File: src/hw/rtl/smv_pkg.sv
`default_nettype none

package smv_pkg;

   localparam int POS_W = 12;
   localparam int VAL_W = 32;
   localparam int SUM_W = 64;
   // position zero-extended so that any store depth up to 65536 compares cleanly
   localparam int POS_WIDE_W = 17;
   localparam int VECTOR_DEPTH_DEF = 4096;

   typedef enum logic {
      OP_LOAD  = 1'b0,
      OP_ENTRY = 1'b1
   } op_type;

   // control travelling with a matrix entry into the multiply stage
   typedef struct packed {
      logic valid;
      logic last;
      logic in_range;
   } issue_type;

   // one finished row
   typedef struct packed {
      logic [SUM_W-1:0] row_sum;
      logic [POS_W-1:0] row_number;
      logic             saturated;
   } result_type;

endpackage

`default_nettype wire

File: src/hw/rtl/smv_mac.sv
`default_nettype none

module smv_mac (
   input  wire logic                      clock,
   input  wire logic                      reset,
   input  wire logic                      advance,
   input  wire smv_pkg::issue_type        issue,
   input  wire logic [smv_pkg::VAL_W-1:0] coef,
   input  wire logic [smv_pkg::VAL_W-1:0] elem_rd,
   output      logic                      s2_last_valid,
   output      logic                      res_valid,
   output      smv_pkg::result_type       res
);
   import smv_pkg::*;

   issue_type                s1_ff, s1_in;
   logic        [VAL_W-1:0]  coef_ff;
   logic                     s2_valid_ff, s2_valid_in;
   logic                     s2_last_ff, s2_last_in;
   logic signed [SUM_W-1:0]  prod_ff, prod_in;
   logic signed [SUM_W-1:0]  acc_ff, acc_in;
   logic                     sat_ff, sat_in;
   logic        [POS_W-1:0]  row_ff, row_in;
   logic signed [VAL_W-1:0]  elem;
   logic        [SUM_W:0]    sum_wide;
   logic signed [SUM_W-1:0]  sum_sat;
   logic                     hit;

   // multiply stage: out-of-range column reads as zero
   always_comb begin
      elem        = s1_ff.in_range ? signed'(elem_rd) : '0;
      prod_in     = signed'(coef_ff) * elem;
      s1_in       = issue;
      s2_valid_in = s1_ff.valid;
      s2_last_in  = s1_ff.last;
   end

   // saturating accumulate, 65-bit sum and sign check
   always_comb begin
      sum_wide = {acc_ff[SUM_W-1], acc_ff} + {prod_ff[SUM_W-1], prod_ff};
      hit      = sum_wide[SUM_W] != sum_wide[SUM_W-1];
      if (!hit) begin
         sum_sat = signed'(sum_wide[SUM_W-1:0]);
      end else if (sum_wide[SUM_W]) begin
         sum_sat = {1'b1, {(SUM_W-1){1'b0}}};
      end else begin
         sum_sat = {1'b0, {(SUM_W-1){1'b1}}};
      end

      res_valid      = advance && s2_valid_ff && s2_last_ff;
      res.row_sum    = sum_sat;
      res.row_number = row_ff;
      res.saturated  = sat_ff || hit;

      acc_in = acc_ff;
      sat_in = sat_ff;
      row_in = row_ff;
      if (advance && s2_valid_ff) begin
         if (s2_last_ff) begin
            acc_in = '0;
            sat_in = 1'b0;
            row_in = row_ff + 1'b1;
         end else begin
            acc_in = sum_sat;
            sat_in = sat_ff || hit;
         end
      end
   end

   assign s2_last_valid = s2_valid_ff && s2_last_ff;

   always_ff @(posedge clock) begin
      if (reset) begin
         s1_ff       <= '0;
         s2_valid_ff <= 1'b0;
         s2_last_ff  <= 1'b0;
         acc_ff      <= '0;
         sat_ff      <= 1'b0;
         row_ff      <= '0;
      end else begin
         if (advance) begin
            s1_ff       <= s1_in;
            s2_valid_ff <= s2_valid_in;
            s2_last_ff  <= s2_last_in;
         end
         acc_ff <= acc_in;
         sat_ff <= sat_in;
         row_ff <= row_in;
      end
   end

   always_ff @(posedge clock) begin
      if (advance) begin
         coef_ff <= coef;
         prod_ff <= prod_in;
      end
   end

endmodule

`default_nettype wire

File: config.mk
export PLATFORM = sky130hd
export DESIGN_NAME = smv_mac
export DESIGN_NICKNAME = d
export VERILOG_FILES = /design/src/hw/rtl/smv_pkg.sv /design/src/hw/rtl/smv_mac.sv
export SDC_FILE = /design/constraint.sdc
export NUM_CORES = 2
export LEC_CHECK = 0
export BUFFER_PORTS_ARGS = -buffer_cell sky130_fd_sc_hd__buf_2
export CAP_MARGIN = 20
export CORE_MARGIN = 5
export CORE_UTILIZATION = 36
export DETAILED_ROUTE_END_ITERATION = 10
export PLACE_DENSITY = 0.49
export RECOVER_POWER = 100
export SLEW_MARGIN = 20
export SYNTH_ARGS = -nofsm -noshare
export SYNTH_HDL_FRONTEND = slang
export SYNTH_SLANG_ARGS = --single-unit
export TNS_END_PERCENT = 50
File: constraint.sdc
create_clock -name clock -period 10.2 [get_ports clock]
set_input_delay 1.53 -clock clock [delete_from_list [all_inputs] [get_ports clock]]
set_output_delay 1.53 -clock clock [all_outputs]
set_load 0.005 [all_outputs]
# Word level (Yosys, flattened, before mapping)
# Index checks and enable logic that the tools add are counted.
# word_totals
regBits	178
inputBits	70
wordCells	24
# classes
addsub	2
multipliers	1
eq_ne	1
muxes	5
reduce_logical	5
# op_table
op	count
two-way mux 64 bit	3
adder 64 x 64 -> 65 bit	1
multiplier 32 x 32 -> 64 bit	1
two-way mux 32 bit	1
adder 12 x 1 -> 12 bit (second input constant)	1
logical AND 1 bit	3
AND reduction 2 bit	1
logical OR 1 bit	1
two-way mux 1 bit	1
!= test 1 bit	1

# Logic depth before layout (Yosys ltp)
# depth
ltp_word	4
depth_mapped	31

# Worst setup path before layout
# OpenSTA, ideal clock, no wires.
# synth_path
kind	input to register
from	input port elem_rd[2] (netlist bit)
to	register prod_ff[60], data pin
arrival_time_ns	8.752
t_required_ns	9.926
setup_slack_ns	1.174
cell_stages	24
n_path_buf	2
path_cell_list	and2_1 > clkbuf_1 > nand2_1 > inv_1 > fa_1 > fa_1 > fa_1 > fa_1 > inv_1 > fa_1 > inv_1 > fa_1 > inv_1 > fa_1 > inv_1 > fa_1 > ha_1 > clkbuf_1 > a21o_1 > a21oi_1 > or3b_2 > o221ai_1 > o41ai_1 > xor2_1
# synth_via
elab_chain_len	2
# synth_lines
element	line_no	source
from (decl)	smv_mac.sv:9	input wire logic [smv_pkg::VAL_W-1:0] elem_rd,
two-way mux 32 bit	smv_mac.sv:31	elem = s1_ff.in_range ? signed'(elem_rd) : '0;
multiplier 32 x 32 -> 64 bit	smv_mac.sv:32	prod_in = signed'(coef_ff) * elem;
named net prod_in[60]	smv_mac.sv:20	logic signed [SUM_W-1:0] prod_ff, prod_in;
to (signal assigned)	smv_mac.sv:95	prod_ff <= prod_in;
to (decl)	smv_mac.sv:20	
# The timed path passes the listed nets, and every way through them passes these cells.
# A chain may end at the register's enable or synchronous reset.

# Final worst setup path
# layout_path
from	input port elem_rd[1] (netlist bit)
to	register prod_ff[60], data pin
# Same word-level chain as after synthesis.

==> metrics.yaml <==
outcome:
  status: "finished, violations left"
  violations: "max-capacitance violations, max-slew violations"
sta:
  final_max_slew_viol_count: 198
  setup_viol: 0
  hold_viol: 0
  fin_skew_ps: 44.16
  worst_pin_slew_ps: 3137
  fmax_ghz: 0.1049
  rsz0062_at_grt: "false"
  period_needed_ps: 9536
  relSlewSlack_pct: -109.1
  period_share_pct: 93.49
  fin_tns_setup_ps: 0
power:
  clkPwrFrac_pct: 7.7
  vdd_ir_drop_max_mv: 0.1730
  p_sw_share_pct: 55.27
  power_frac_comb_pct: 79.4
  p_leak_uw: 0.02553
  internal_power_uw: 4397
  p_seq_share_pct: 13.0
  switchingPower_uw: 5435
  power_density_nw_per_um2: 197.8
  total_power_uw: 9832
synth:
  synth_mux_area_share_pct: 0.1925
  synthArstFlopShare_pct: 0
  synth_top_area_share_pct: 46.32
  seq_area_frac_synth_pct: 9.667
  synth_fa_ha_area_share_pct: 53.56
  synth_nets: 6457
  synth-edff-count: 96
  synthesis.area_um2: 46800
  yosys.area_share.simple_pct: 16.11
  yosysTopAreaCell: "fa_1"
  ys_top_cells_by_count: "1083 x fa_1, 978 x inv_1, 629 x nand2_1"
  ys_warn_count: 0
  ys_ff_latch: 178
  synth_top_family_by_area: "adder cells"
  synth_compound_area_share_pct: 7.210
  avgSynthCellArea_um2: 9.259
  synthXorXnorAreaFrac_pct: 2.564
  synthDistinctLibCells: 81
  syn_inst: 5055
  synth.most_common_cell: "fa_1"
  synth_area_leaders: "fa_1 46%, inv_1 7.8%, and3_1 7.0%"
  synth-main-ff-cell: "edfxtp_1"
grt:
  grt_use_total_pct: 22.51
  grt_max_degree: 109
  grt_pass1_vias: 37260
  grt_pass1_wl_um: 234400
  grt_overflow: 0
  antenna_found_initial: 7
clock_tree:
  cts-root-buf: "clkbuf_16"
  numCtsBuffers: 17
  clk_pin_slew_ps: 80
  clock-sinks: 178
  cts_tree: "done"
  clk_latency_ps: 530
  cts.htree.levels: 4
  cts_setup_buffers: 0
  cts.path.max_buffers: 2
  cts.hold.buffers_added: 0
  cts_resized: 0
die:
  die_height_um: 370.6
  core_area_um2: 129300
  io_pins: 149
  initial_core_util_pct: 36.19
  die-area_um2: 137300
  dieWidth_um: 370.6
  row_count: 132
worst_hold_path:
  hold_depth: 2
  min_path_type: "flip-flop to flip-flop"
  hold_end: "acc_ff[29]$_SDFFE_PP0P_"
  worstHoldStart: "acc_ff[29]$_SDFFE_PP0P_"
setup_path:
  r2r_slack_ps: 1010
  rr_worst_depth: 25
  crit_fanout: 24
  crit_arrival_ps: 9770
  r2r-start: "s1_ff[0]$_SDFFE_PP0P_"
  critPathCaptureType: "flip-flop"
  worstPathRequired_ps: 10430
  path_class: "input pin to flip-flop"
  rr_endpoint: "prod_ff[60]$_DFFE_PP_"
  start_kind: "input pin"
routing:
  postRouteAntennaNets: 0
  viasPerCell: 5.132
  vias: 34710
  drt_iter0_markers: 2610
  first_pass_iters: 5
  wirelength_um: 151200
  wl_per_cell_um: 22.35
  drc: 0
placed_design:
  portBuffers: 148
  place_area_um2: 49270
  place.detailed.hpwl_um: 123300
  gp_congestion: 0.8955
job:
  cap_violations: 5
layout:
  drive_above_1_share_pct: 4.906
  design_area_um2: 49710
  nets: 6403
  syn2layout_area_growth_pct: 6.199
power by group through the flow:
stage               Sequential [µW]  Clock [µW]  Combinational [µW]
CTS                            1270         789                7930
floorplan                      1170           0                5480
global placement               1290           0                7850
global route                   1280         811                8790
finish                         1270         757                7800
detailed placement             1290           0                7890
critical path, cell delays in order:
cell and delay [ps]:
clkbuf_1 350, clkbuf_1 1020, and3_1 280, ha_1 230, inv_1 80, fa_1 400, fa_1 510, inv_1 70
fa_1 530, ha_1 230, ha_1 280, inv_1 50, fa_1 470, inv_1 50, fa_1 430, ha_1 410
a21oi_1 110, o21ai_0 410, a221oi_1 190, and2_0 310, o31ai_1 430, a211oi_1 220, a21oi_1 320, o221ai_1 260
o41ai_1 460, xor2_1 120
flip-flops by register name, indices dropped and copies added, names as in the netlist:
name and count:
acc_ff 64, s1_ff 1, coef_ff 32, s2_valid_ff 1, sat_ff 1, s2_valid_in 1, row_ff 12, s2_last_in 1
s2_last_ff 1, prod_ff 64
cells in the final DEF (no fill, tap or decap), drive strengths merged, types with 17 or more instances in the layout:
| cell | netlist | routed |
|---|---|---|
| xnor2 | 87 | 87 |
| nand2b | 17 | 17 |
| dfxtp | 82 | 82 |
| edfxtp | 96 | 96 |
| inv | 979 | 987 |
| nand3 | 49 | 49 |
| o21ai | 136 | 136 |
| and2 | 29 | 29 |
| ha | 249 | 249 |
| o21bai | 27 | 27 |
| o21a | 17 | 17 |
| a21oi | 169 | 169 |
| nand2 | 629 | 629 |
| fa | 1083 | 1083 |
| clkbuf | 295 | 88 |
| nor2 | 198 | 198 |
| xor2 | 50 | 50 |
| a21o | 57 | 57 |
| nand4 | 34 | 34 |
| and3 | 525 | 525 |
| buf | 33 | 184 |
| maj3 | 27 | 27 |
area by class of cell:
class,count,area (µm²)
Clock inverter,15,198.9
Multi-Input combinational cell,3570,37200
Tap cell,1742,2180
Inverter,979,3680
Sequential cell,178,4528
Timing Repair Buffer,255,1480
Clock buffer,17,425.4
Antenna cell,7,17.52
Fill cell,13180,79610
layer usage:
layer	routed length (µm)	up-vias	GRT usage (%)
met5	0	-	0
met3	11000	143	4.889
li1	-	15590	-
met4	4079	0	5.836
met2	68080	1026	35.55
met1	68030	17950	31.52
metrics by stage:
stage	utilization, %	hold WS [ps]	setup slack [ps]	std cells
after floorplan	-	429.1	1174	5055
after global placement	38.10	440.0	614.1	6724
after detailed placement	38.10	445.7	565.8	6724
after CTS	38.58	458.2	1115	6756
after global routing	38.42	488.4	333.4	6756
final	38.44	462.9	663.9	6763
cell families after synthesis:
logic type      Yosys count
fa+ha+maj              1359
simple gates           1540
buf+inv                1307
compound gates          525
flops                   178
xor+xnor                137
mux                       9
worst max path at each step:
| stage | end | cells after the start | from | slack, ps |
|---|---|---|---|---|
| 6_report | prod_ff[60]$_DFFE_PP_ | 26 | elem_rd[1] | 660 |
| 5_1_grt | prod_ff[60]$_DFFE_PP_ | 23 | elem_rd[1] | 330 |
| 4_1_cts | prod_ff[63]$_DFFE_PP_ | 24 | elem_rd[11] | 1120 |
| 3_5_place_dp | prod_ff[63]$_DFFE_PP_ | 24 | elem_rd[11] | 570 |
| 3_3_place_gp | prod_ff[63]$_DFFE_PP_ | 26 | elem_rd[4] | 610 |
| 2_1_floorplan | prod_ff[60]$_DFFE_PP_ | 24 | elem_rd[2] | 1170 |
Power figures use the tool's default switching activity.
